## config.mk

```make
export PLATFORM = sky130hd
export DESIGN_NAME = cbs_div
export DESIGN_NICKNAME = d
export VERILOG_FILES = /design/src/cbs_pkg.sv /design/src/cbs_div.sv
export SDC_FILE = /design/constraint.sdc
export NUM_CORES = 1
export LEC_CHECK = 0
export BUFFER_PORTS_ARGS = -buffer_cell sky130_fd_sc_hd__clkbuf_2
export CORE_UTILIZATION = 59
export CTS_BUF_LIST = sky130_fd_sc_hd__clkbuf_4 sky130_fd_sc_hd__clkbuf_8
export CTS_CLUSTER_SIZE = 8
export DETAILED_ROUTE_END_ITERATION = 10
export PLACE_DENSITY_LB_ADDON = 0.05
export SLEW_MARGIN = 10
export SYNTH_ARGS = -nofsm -noshare
export SYNTH_HDL_FRONTEND = slang
export SYNTH_SLANG_ARGS = --single-unit
```

## constraint.sdc

```tcl
create_clock -name clk -period 2.7 [get_ports clk]
set_input_delay 0.27 -clock clk [delete_from_list [all_inputs] [get_ports clk]]
set_output_delay 0.27 -clock clk [all_outputs]
set_load 0.005 [all_outputs]
```

## src/cbs_pkg.sv

```systemverilog
`timescale 1ns / 1ps

package cbs_pkg;

    typedef enum logic
    {
        REQ_WRITE  = 1'b0,
        REQ_SAMPLE = 1'b1
    } req_e;

    localparam logic [2:0] FACE_PX = 3'd0;
    localparam logic [2:0] FACE_NX = 3'd1;
    localparam logic [2:0] FACE_PY = 3'd2;
    localparam logic [2:0] FACE_NY = 3'd3;
    localparam logic [2:0] FACE_PZ = 3'd4;
    localparam logic [2:0] FACE_NZ = 3'd5;
    localparam logic [2:0] FACE_COUNT = 3'd6;

    localparam int DIV_STAGES = 17;

    typedef struct packed
    {
        logic [15:0] red;
        logic [15:0] green;
        logic [15:0] blue;
    } texel_t;

    // Item fields that ride along the pipeline next to the arithmetic.
    typedef struct packed
    {
        req_e        req_type;
        logic        zero;
        logic [2:0]  face;
        logic        u_neg;
        logic        v_neg;
        logic [7:0]  tex_x;
        logic [7:0]  tex_y;
        texel_t      texel;
    } side_t;

    typedef struct packed
    {
        logic [15:0] red_out;
        logic [15:0] green_out;
        logic [15:0] blue_out;
        logic        bad_dir;
    } result_t;

endpackage

```

## src/cbs_div.sv

```systemverilog
`timescale 1ns / 1ps

// Pipelined restoring divider, one quotient bit per stage.
// Requires mag <= div; gives trunc(mag * 2^16 / div) in 17 bits.
module cbs_div
(
    input  logic        clk,
    input  logic        en,
    input  logic [15:0] mag,
    input  logic [15:0] div,
    output logic [16:0] quo
);
    import cbs_pkg::*;

    logic [16:0] rem_reg [0:DIV_STAGES-1];
    logic [16:0] quo_reg [0:DIV_STAGES-1];
    logic [15:0] div_reg [0:DIV_STAGES-1];

    logic        bit0;
    assign bit0 = (mag >= div);

    always_ff @(posedge clk)
    begin
        if (en)
        begin
            rem_reg[0] <= bit0 ? {1'b0, mag - div} : {1'b0, mag};
            quo_reg[0] <= {bit0, 16'd0};
            div_reg[0] <= div;
        end
    end

    for (genvar i = 1; i < DIV_STAGES; i++)
    begin : g_stage
        logic [16:0] shifted;
        logic        take;
        logic [16:0] rem_next;
        logic [16:0] quo_next;

        always_comb
        begin
            shifted  = {rem_reg[i-1][15:0], 1'b0};
            take     = (shifted >= {1'b0, div_reg[i-1]});
            rem_next = take ? shifted - {1'b0, div_reg[i-1]} : shifted;
            quo_next = quo_reg[i-1];
            quo_next[DIV_STAGES-1-i] = take;
        end

        always_ff @(posedge clk)
        begin
            if (en)
            begin
                rem_reg[i] <= rem_next;
                quo_reg[i] <= quo_next;
                div_reg[i] <= div_reg[i-1];
            end
        end
    end

    assign quo = quo_reg[DIV_STAGES-1];
endmodule

```

==> out/metrics.cfg <==
[clock_network]
numCtsBuffers = 110
clock_tree.root_cell = clkbuf_8
tritoncts = done
cts_buffer_depth = 3
clkTransAtPathRegs_ns = 0.06
cts-htree-levels = 3
clock_insertion_delay_worst_skew_ns = 0.73
tritoncts_num_sinks = 665

[place]
hpwlAfterDp_um = 53300
gp_congestion = 0.902
port_buffers = 50

[synthesis]
register_bit_count_reported_by_yosys = 665
synth_cell_types = 75
syn_area_mm2 = 0.0352
postSynthNetCount = 3258
async_reset_ff_share_pct = 0
synth-seq-area-share_pct = 56.7
yosysWarnings = 0
most_common_flop_cell_mapped_by_yosys = edfxtp_1
synth_edf_count = 665
syn_avg_cell_area_um2 = 12.0
syn_inst = 2937

[grt]
grt-ovfl-total = 0
antenna_found_initial = 1
groute.usage.overall_pct = 24.4
via_count_of_the_first_global_routing_pass = 23827
grt_first_pass_wirelength_um = 118000
grt_max_degree = 78

[sta]
slew_headroom_pct = 48.4
final_critical_path_share_of_the_clock_period_pct = 103
setup-violations-final = 12
rsz0062_at_grt = yes
final_critical_path_setup_slack_ns = -0.0703
total_neg_setup_slack_ns = -0.468
clock-skew-final_ns = 0.0402
min_period_ns = 2.77
report.final.hold_viol_count = 0
slew_viol_final = 0
max_freq_ghz = 0.361
worst_slew_pin_slew_ns = 0.769

[setup_path]
crit_path_start_kind = flip-flop
critPathTopFamily = compound AO/OA/AOI/OAI gates
critical_path.n_buffers_inverters = 3
rrSetupSlack_ns = -0.07
timing.critical_path.fanout_max = 7
data_required_time_at_the_worst_endpoint_ns = 3.18
regToRegStartpoint = div_reg[0][209]
arrival_ns = 3.25
path_cells = inv_2, ha_4, nor2b_4, o2111ai_2, nand4_2, a211oi_2, o31a_2, a21oi_2, nor4_4, buf_4, clkbuf_16, mux2_4
reg2regPathDepth = 12
critical_path_class = reg -> reg
critical-path-max-stage-delay_ns = 0.40
crit_slowest_cell = edfxtp_1
timing.rr.end = rem_reg[0][247]
worst_setup_path_end_kind = flip-flop

[layout]
syn2layout_area_growth_pct = 21.2
final_util_pct = 72.4
drive_above_1_share_pct = 23.6
design.final.nets = 3734
fillCellCount = 4117

[route]
post_drt_wl_per_cell_um = 17.9
drtPass1Iterations = 6
detail_route.vias_per_cell = 5.62
residual_drc_count = 0
final_antenna_net_count = 0
totalWireLength_um = 76400
detailedRoute.firstIterationViolations = 1552
vias = 23949

[pwr]
p_per_area_mw_per_mm2 = 1140
internal-power_mw = 31.2
comb_power_share_pct = 48.3
design_power_total_mw = 48.7
max-vdd-ir-drop_mv = 0.671
switching_share_pct = 35.8
clock_power_share_pct = 17.1
p_switching_mw = 17.4
seq_power_share_pct = 34.6
leakage_nw = 17.6

[floorplanning]
fp.coreArea_mm2 = 0.0590
dieHeight_um = 246
ioPinCount = 51
placement_rows = 89
die_width_um = 246
floorplan.initialDensity_pct = 59.7
die-area_mm2 = 0.0607

[status]
outcome = finished with violations
violations = setup timing

[hold_path]
cells_on_worst_hold_path = 2
timing.hold.worst_endpoint = div_reg[0][2]
holdCritStartpoint = div[2]
hold_class = in -> reg

[run]
cap_viol_max_count = 0

[worst register-to-register path: stages, from the launching register on]
cell	delay (ns)
edfxtp_1	0.40
inv_2	0.09
ha_4	0.20
nor2b_4	0.13
o2111ai_2	0.19
nand4_2	0.15
a211oi_2	0.29
o31a_2	0.21
a21oi_2	0.07
nor4_4	0.18
buf_4	0.17
clkbuf_16	0.15
mux2_4	0.30
[synth_stat cells (36+ instances only)]
cell	instances	area [um^2]
nor2_1	151	567
inv_1	331	1240
xor2_1	84	736
a21o_1	59	443
mux2_2	79	890
ha_1	271	3390
nand2b_1	41	257
nand2_1	219	822
o21ai_0	210	1050
nor3_1	53	265
o21a_1	36	270
a21oi_1	173	866
xnor2_1	101	885
edfxtp_1	665	20000
[per-stage QoR]
step	cells	hold slack (ns)	setup WS, ns	instance area [um^2]
floorplan	2937	0.369	-0.200	35300
global placement	3966	0.400	-0.183	38400
detailed placement	3966	0.405	-0.341	38400
CTS	4202	0.219	-0.0598	41100
global route	4262	0.247	-0.176	42700
finish	4262	0.288	-0.0703	42700
[worst max path at each step]
stage / from / to / slack (ns) / cells after the start
finish: div_reg[0][209] / rem_reg[0][247] / -0.07 / 12
CTS: div_reg[0][209] / rem_reg[0][249] / -0.06 / 11
global route: div_reg[0][209] / rem_reg[0][248] / -0.18 / 12
detailed placement: rem_reg[0][119] / rem_reg[0][150] / -0.34 / 10
global placement: rem_reg[0][119] / rem_reg[0][150] / -0.18 / 10
floorplan: div_reg[0][209] / rem_reg[0][247] / -0.20 / 11
[cells by family (layout without fill, tap and decap cells)]
| group | Yosys count | in the layout | share of synthesized area [%] |
|---|---|---|---|
| AOI/OAI and AO/OA | 694 | 694 | 12.4 |
| DFF | 665 | 665 | 56.7 |
| and+or+nand+nor | 640 | 640 | 8.71 |
| buffers and inverters | 371 | 922 | 4.01 |
| adders and majority gates | 287 | 287 | 10.5 |
| xor gates and xnor gates | 185 | 185 | 4.60 |
| muxes | 95 | 95 | 3.08 |
| other | 0 | 1 | 0 |
[power by group through the flow]
stage / Combinational, mW / Sequential [mW] / Clock (mW)
2_1_floorplan: 14.5 / 16.2 / 0
3_3_place_gp: 19.6 / 17.0 / 0
3_5_place_dp: 20.3 / 17.0 / 0
4_1_cts: 21.1 / 16.8 / 8.55
5_1_grt: 25.8 / 17.1 / 8.99
6_report: 23.5 / 16.9 / 8.30
[layer usage]
metal	wire length, um	vias to the layer above	global-route usage [%]
met2	37500	537	41.2
met5	0	-	0
li1	-	11748	-
met1	33900	11541	32.7
met3	3380	123	3.54
met4	1550	0	7.03
[what timing repair did]
item,in CTS,in global routing
setup buffers,15,51
endpoints found under the setup margin,112,216
gates resized for setup,74,194
pin swaps,32,99
gates cloned,1,10
hold buffers,33,0
hold endpoints to repair,54,0
[layout make-up]
class	instances	area, um^2	share of cell area (%)
sequential	665	20000	46.7
multi-input combinational	1901	15100	35.3
timing repair buffer	404	3440	8.06
clock buffer	138	1720	4.04
inverter	331	1240	2.91
tap	773	967	2.26
clock inverter	49	305	0.715
antenna	1	2.50	0.00586
[cells in the final DEF, fill, tap and decap left out, drive strengths merged, types with 10 or more instances in the layout]
master and count:
edfxtp 665, inv 335, buf 312, ha 271, nand2 219, o21ai 214
clkbuf 197, a21oi 177, nor2 151, xnor2 101, mux2 86, xor2 84
a21o 60, nor3 53, clkinv 44, nand2b 41, o21a 36, nor2b 34
dlygate4sd3 33, nand3 31, a31oi 27, nand4 22, o211ai 19, o31ai 18
and2 17, a211oi 17, fa 16, o21bai 15, or3 14, a21boi 13
or2 11, o31a 11, nand3b 10, a2111oi 10, o2111ai 10
(Power assumes the default switching activity.)
