===== config.mk =====
export PLATFORM = sky130hd
export DESIGN_NAME = cbs_out_fifo_flat
export DESIGN_NICKNAME = d
export VERILOG_FILES = /design/src/cbs_pkg.sv /design/src/cbs_res_if.sv /design/src/cbs_out_fifo.sv /design/src/flat_wrapper.sv
export SDC_FILE = /design/constraint.sdc
export NUM_CORES = 1
export LEC_CHECK = 0
export BUFFER_PORTS_ARGS = -buffer_cell sky130_fd_sc_hd__buf_2
export CORE_UTILIZATION = 56
export CTS_CLUSTER_DIAMETER = 40
export DETAILED_ROUTE_END_ITERATION = 7
export GPL_TIMING_DRIVEN = 1
export PLACE_DENSITY = 0.83
export SLEW_MARGIN = 20
export SYNTH_ARGS = -nofsm -noshare
export SYNTH_HDL_FRONTEND = slang
export SYNTH_SLANG_ARGS = --single-unit
export TNS_END_PERCENT = 50

===== constraint.sdc =====
create_clock -name clk -period 7.8 [get_ports clk]
set_clock_uncertainty 0.05 [all_clocks]
set_input_delay 1.56 -clock clk [delete_from_list [all_inputs] [get_ports clk]]
set_output_delay 1.56 -clock clk [all_outputs]
set_load 0.005 [all_outputs]

===== src/cbs_pkg.sv =====
`timescale 1ns / 1ps

package cbs_pkg;

    typedef enum logic
    {
        REQ_WRITE  = 1'b0,
        REQ_SAMPLE = 1'b1
    } req_e;

    localparam logic [2:0] FACE_PX = 3'd0;
    localparam logic [2:0] FACE_NX = 3'd1;
    localparam logic [2:0] FACE_PY = 3'd2;
    localparam logic [2:0] FACE_NY = 3'd3;
    localparam logic [2:0] FACE_PZ = 3'd4;
    localparam logic [2:0] FACE_NZ = 3'd5;
    localparam logic [2:0] FACE_COUNT = 3'd6;

    localparam int DIV_STAGES = 17;

    typedef struct packed
    {
        logic [15:0] red;
        logic [15:0] green;
        logic [15:0] blue;
    } texel_t;

    // Item fields that ride along the pipeline next to the arithmetic.
    typedef struct packed
    {
        req_e        req_type;
        logic        zero;
        logic [2:0]  face;
        logic        u_neg;
        logic        v_neg;
        logic [7:0]  tex_x;
        logic [7:0]  tex_y;
        texel_t      texel;
    } side_t;

    typedef struct packed
    {
        logic [15:0] red_out;
        logic [15:0] green_out;
        logic [15:0] blue_out;
        logic        bad_dir;
    } result_t;

endpackage


===== src/cbs_res_if.sv =====
`timescale 1ns / 1ps

interface cbs_res_if;
    logic        valid;
    logic        ready;
    logic [15:0] red_out;
    logic [15:0] green_out;
    logic [15:0] blue_out;
    logic        bad_dir;

    modport source
    (
        output valid, red_out, green_out, blue_out, bad_dir,
        input  ready
    );

    modport sink
    (
        input  valid, red_out, green_out, blue_out, bad_dir,
        output ready
    );
endinterface


===== src/cbs_out_fifo.sv =====
`timescale 1ns / 1ps

// Two-entry result queue; full is a register output so it can gate the pipe.
module cbs_out_fifo
(
    input  logic             clk,
    input  logic             rst_n,
    input  logic             push,
    input  cbs_pkg::result_t push_data,
    output logic             full,
    cbs_res_if.source        res
);
    import cbs_pkg::*;

    result_t     slot_reg [0:1];
    logic        wr_ptr_reg, wr_ptr_next;
    logic        rd_ptr_reg, rd_ptr_next;
    logic [1:0]  count_reg, count_next;
    logic        pop;
    result_t     head;

    assign pop  = res.valid && res.ready;
    assign full = (count_reg == 2'd2);
    assign head = slot_reg[rd_ptr_reg];

    assign res.valid     = (count_reg != 2'd0);
    assign res.red_out   = head.red_out;
    assign res.green_out = head.green_out;
    assign res.blue_out  = head.blue_out;
    assign res.bad_dir   = head.bad_dir;

    always_comb
    begin
        wr_ptr_next = push ? ~wr_ptr_reg : wr_ptr_reg;
        rd_ptr_next = pop  ? ~rd_ptr_reg : rd_ptr_reg;
        count_next  = count_reg + {1'b0, push} - {1'b0, pop};
    end

    always_ff @(posedge clk or negedge rst_n)
    begin
        if (!rst_n)
        begin
            wr_ptr_reg <= 1'b0;
            rd_ptr_reg <= 1'b0;
            count_reg  <= 2'd0;
        end
        else
        begin
            wr_ptr_reg <= wr_ptr_next;
            rd_ptr_reg <= rd_ptr_next;
            count_reg  <= count_next;
        end
    end

    always_ff @(posedge clk)
    begin
        if (push)
        begin
            slot_reg[wr_ptr_reg] <= push_data;
        end
    end
endmodule


===== src/flat_wrapper.sv =====
// flat-port wrapper written by rule: the top's interface ports become plain ports
module cbs_out_fifo_flat import cbs_pkg::*;
  (clk, rst_n, push, push_data, full, res_valid, res_red_out, res_green_out, res_blue_out, res_bad_dir, res_ready);
  cbs_res_if res_i ();
  input  logic clk;
  input  logic rst_n;
  input  logic push;
  input  cbs_pkg::result_t push_data;
  output logic full;
  output wire logic [$bits(res_i.valid)-1:0] res_valid;
  output wire logic [$bits(res_i.red_out)-1:0] res_red_out;
  output wire logic [$bits(res_i.green_out)-1:0] res_green_out;
  output wire logic [$bits(res_i.blue_out)-1:0] res_blue_out;
  output wire logic [$bits(res_i.bad_dir)-1:0] res_bad_dir;
  input wire logic [$bits(res_i.ready)-1:0] res_ready;
  assign res_valid = res_i.valid;
  assign res_red_out = res_i.red_out;
  assign res_green_out = res_i.green_out;
  assign res_blue_out = res_i.blue_out;
  assign res_bad_dir = res_i.bad_dir;
  assign res_i.ready = res_ready;
  cbs_out_fifo u_core (.clk(clk), .rst_n(rst_n), .push(push), .push_data(push_data), .full(full), .res(res_i));
endmodule

==> flow_summary.ini, run 1 <==
[critical_path]
crit_slowest_cell = dfrtp_4
critPathLaunchType = flip-flop
cp.required_ps = 6190
crit_path_end_kind = output port
critical_path_class = reg2out
cp_cell_sequence = mux2_4 > buf_2
crit_buf_inv = 1
cp_max_fo = 50
cp.arrival_ps = 1900
cp_top_family = flip-flops
slowest_delay_ps = 1040
r2r_slack_ps = 6010

[power]
p_sw_uw = 426
power_frac_seq = 0.500
cellPowerDensity_nw_per_um2 = 347
pwr-share-comb = 0.268
leakage_uw = 0.00196
peakVddDrop_mv = 0.197
power.share.switching = 0.257
p_int_uw = 1230
pwr-share-clk = 0.232

[final_layout]
largest_reg_flops = 98
nNetsFinal = 334
diodes = 0
post-route-util = 0.700
fill_cells = 486
syn_to_final_growth_pct = 19.8
drive_above_1_share = 0.609

[clock_tree]
cts_hold_buf = 0
clock_sinks = 102
cts_buffers = 9
cts_root_buf = clkbuf_8
clk_pin_slew_worst_paths_ps = 80
cts_htree_levels = 3
clkLatencyLatePin_ps = 340
clock_path_buffers = 2
cts-resized-gates = 0
cts_tree = done
postCtsSetupBuffers = 0

[sta]
report.final.hold_viol_count = 0
post-route-min-period_ps = 3510
fmax_ghz = 0.285
slew_violations = 0
period_share = 0.449
worst_slew_pin_slew_ps = 919
hold_slack_ps = 497
slew-limit-headroom = 0.388
finalSetupViolCount = 0
rsz0062_at_grt = no
finalSetupTns_ps = 0

[outcome]
status = finished clean

[detailed_routing]
drt_iter0_markers = 124
vias = 1853
finalWirelength_um = 5810
detail-route-antenna-nets = 0
wl_per_cell_um = 15.3
first_pass_iters = 4
vias_per_cell = 4.88
drc_errors = 0

[grt]
grt-ovfl-total = 0
grt_pass1_vias = 1889
grt_pass1_wl_um = 9070
grt_antenna_before_repair = 0
grt_usage = 0.170
grt_max_degree = 51

[logic_synthesis]
synth_edf_count = 98
synth.distinct_cells = 13
synth_common_cells = edfxtp_1, mux2_4, buf_12
yosys_most_used_dff = edfxtp_1
ys_seq_area_frac = 0.763
synth.most_common_cell = edfxtp_1
yosys.area.top_type = edfxtp_1
synth_area_per_cell_um2 = 23.5
synth_area_leaders = edfxtp_1, mux2_4, buf_12
syn_nets = 225
ys_async_sr_fraction = 0.0392
synth_area_um2 = 3990
synth-seq-cells = 102
synth_top_area_frac = 0.738
yosysWarnings = 0
synthCells = 170

[die]
die_x_um = 86.4
chipHeight_um = 86.4
die_area_um2 = 7470
start_util = 0.584
rows = 30
core_area_um2 = 6830
ioPinCount = 104

[placement]
dp_hpwl_um = 3790
gp_congestion = 0.685
port_buffers = 103

[worst_hold_path]
hold_path_class = reg2reg

[job]
drv_cap = 0
-- cell usage in the layout (no fill, tap or decap) --
master,n
dfrtp_1,3
ha_1,2
nor2b_4,1
clkinvlp_4,1
inv_6,1
buf_4,1
xnor2_1,2
nor2b_1,1
edfxtp_1,98
o21a_1,1
clkbuf_8,9
and2_4,1
or2_2,1
xor2_1,2
inv_1,2
clkinv_4,1
mux2_4,49
clkinv_2,1
buf_2,103
bufinv_16,3
dfrtp_4,1
-- worst paths after layout --
path	from	to	cells after the start
worst max register to register	u_core.wr_ptr_reg$_DFFE_PN0P_	u_core.slot_reg[0][6]$_DFFE_PP_	2
worst min register to register	u_core.wr_ptr_reg$_DFFE_PN0P_	u_core.wr_ptr_reg$_DFFE_PN0P_	1
max in group asynchronous	rst_n	u_core.rd_ptr_reg$_DFFE_PN0P_	1
min in group asynchronous	rst_n	u_core.count_reg[0]$_DFF_PN0_	1
worst min-delay path	u_core.wr_ptr_reg$_DFFE_PN0P_	u_core.wr_ptr_reg$_DFFE_PN0P_	1
worst max-delay path	u_core.rd_ptr_reg$_DFFE_PN0P_	res_green_out[2]	2
-- area by class of cell --
type                    instances  area (um^2)  area share
well taps                      96          120      0.0251
inverters                       2         7.51     0.00157
repair buffers                104          523       0.109
flip-flops and latches        102         3050       0.637
clock inverters                 7          120      0.0251
multi-input cells              60          838       0.175
clock buffers                   9          124      0.0259
-- through the flow --
stage,instance area [um^2],std cells,power (uW),worst slack [ps]
floorplan,3990,170,1180,3550
global placement,4530,364,1280,4660
detailed placement,4540,364,1300,4640
CTS,4780,380,1680,4250
global route,4780,380,1740,4210
finish,4780,380,1660,4290
-- kinds of logic (layout without fill, tap and decap cells) --
family,Yosys count,in the layout,share of synthesized area
flip-flops,102,102,0.763
multiplexers,49,49,0.184
buffers and inverters,8,122,0.0298
XOR/XNOR,4,4,0.00878
AND/OR/NAND/NOR,4,4,0.00627
adder cells (fa/ha/maj),2,2,0.00627
AO/OA/AOI/OAI,1,1,0.00188
-- layer usage --
metal | wire [um] | share of wire | GRT usage | up-vias
met2 | 3030 | 0.52 | 0.287 | 74
met4 | 147 | 0.025 | 0.102 | 0
met3 | 307 | 0.053 | 0.0352 | 14
met5 | 0 | 0 | 0 | -
li1 | - | - | - | 883
met1 | 2330 | 0.40 | 0.203 | 882
-- power by group through the flow --
stage	clock, uW	combinational [uW]	sequential [uW]
global route	415	483	844
global placement	0	442	839
finish	385	444	829
floorplan	0	408	769
CTS	394	454	834
detailed placement	0	452	846
(Power assumes the default switching activity.)
==> inputs of run 2 (changes only) <==
- CORE_UTILIZATION: 56 -> 47
- PLACE_DENSITY: 0.83 -> 0.74
- clock period: 7.8 -> 3.1 ns (I/O delays scaled with it)
==> flow_summary.ini, run 2 (synthesis results as in run 1) <==
[critical_path]
critPathLaunchType = flip-flop
crit_path_end_kind = output port
cp.required_ps = 2430
cp_max_fo = 50
critical_path_class = reg2out
cp.arrival_ps = 1920

[sta]
finalSetupTns_ps = 0
slew_violations = 0
slew-limit-headroom = 0.375
fmax_ghz = 0.386
worst_slew_pin_slew_ps = 937
finalSetupViolCount = 0
post-route-min-period_ps = 2590
period_share = 0.835
hold_slack_ps = 409
report.final.hold_viol_count = 0
rsz0062_at_grt = no

[die]
core_area_um2 = 8220
start_util = 0.486
die_x_um = 94.1
rows = 33
chipHeight_um = 94.1
ioPinCount = 104
die_area_um2 = 8860

[grt]
grt_pass1_wl_um = 9350
grt-ovfl-total = 0
grtUsageMet2 = 0.242
grt_max_degree = 51
grtUsageMet3 = 0.0445
grt_pass1_vias = 1953
use_met1 = 0.179
grt_antenna_before_repair = 0
grt_usage = 0.146
grt-busiest-layer = met2

[clock_tree]
cts_root_buf = clkbuf_8
cts_htree_levels = 3
cts_tree = done
clock_sinks = 102
clock_path_buffers = 2
cts_buffers = 9
clkLatencyLatePin_ps = 340
postCtsSetupBuffers = 0
clk_pin_slew_worst_paths_ps = 90

[detailed_routing]
finalWirelength_um = 6160
drt_iter0_markers = 39
vias = 1882
vias_per_cell = 4.80
drc_errors = 0
detail-route-antenna-nets = 0
first_pass_iters = 4
wl_per_cell_um = 15.7

[job]
drv_cap = 0

[power]
cellPowerDensity_nw_per_um2 = 843
peakVddDrop_mv = 0.489
leakage_uw = 0.00194

[final_layout]
syn_to_final_growth_pct = 19.6
final_common_cell = buf_2
final_cell_mix = buf_2, edfxtp_1, mux2_4
drive_above_1_share = 0.603
multi_input_area_um2 = 837
nNetsFinal = 337
regArea_um2 = 3050
largest_reg_flops = 98
diodes = 0
fill_cells = 648

[worst_hold_path]
hold_path_class = in2reg

[outcome]
status = finished clean

[placement]
port_buffers = 103
gp_congestion = 0.629
dp_hpwl_um = 4120
run 2: changes by cell type in the layout (fill, tap and decap cells not counted):
cell           change
clkbuf_1           +1
buf_4              +1
clkinv_1           +1
and2_2             +1
bufinv_16          -2
dlygate4sd3_1      +1
and2_4             -1
clkinvlp_4         +1
buf_12             +1
inv_6              -1
run 2: worst max-delay path, stage by stage, from the launching register on:
cell,delay [ps]
dfrtp_4,1050
mux2_4,360
buf_2,130
run 2: cell type report:
class,instances,area share
multi-input cells,60,0.175
flip-flops and latches,102,0.638
clock buffers,10,0.0267
repair buffers,107,0.117
well taps,105,0.0275
clock inverters,6,0.0131
inverters,2,0.00157
run 2: worst paths after layout:
path / slack, ps / endpoint / start / cells past startpoint
max in group asynchronous: 2300 / u_core.rd_ptr_reg$_DFFE_PN0P_ / rst_n / 2
setup / recovery: 510 / res_green_out[11] / u_core.rd_ptr_reg$_DFFE_PN0P_ / 2
min in group asynchronous: 560 / u_core.count_reg[0]$_DFF_PN0_ / rst_n / 2
hold / removal: 410 / u_core.slot_reg[0][10]$_DFFE_PP_ / push_data[10] / 1
setup reg to reg: 1520 / u_core.slot_reg[1][48]$_DFFE_PP_ / u_core.wr_ptr_reg$_DFFE_PN0P_ / 2
hold reg to reg: 500 / u_core.wr_ptr_reg$_DFFE_PN0P_ / u_core.wr_ptr_reg$_DFFE_PN0P_ / 1
run 2: report_power, final:
part           internal, uW  switching, uW
Clock                   371            420
Sequential             1830            258
Combinational           746            398
Total                  2950           1080
run 2: timing repair:
item / in CTS / in global routing
hold endpoints to repair: 3 / 0
resized for setup: 0 / 0
hold buffers: 1 / 0
run 2: per-layer routing:
metal	up-vias	share of wire
met5	-	0
met4	0	0.0062
li1	886	-
met3	4	0.064
met1	924	0.43
met2	68	0.50
run 2: through the flow:
stage                     std cells  utilization  cell area (um^2)  total power (uW)  setup WS (ps)
after global placement          375        0.557              4570              3280            863
after floorplan                 170            -              3990              2960            709
after CTS                       392        0.581              4770              4090            485
after detailed placement        375        0.557              4570              3300            873
after global routing            392        0.581              4770              4240            435
final                           392        0.581              4770              4030            512
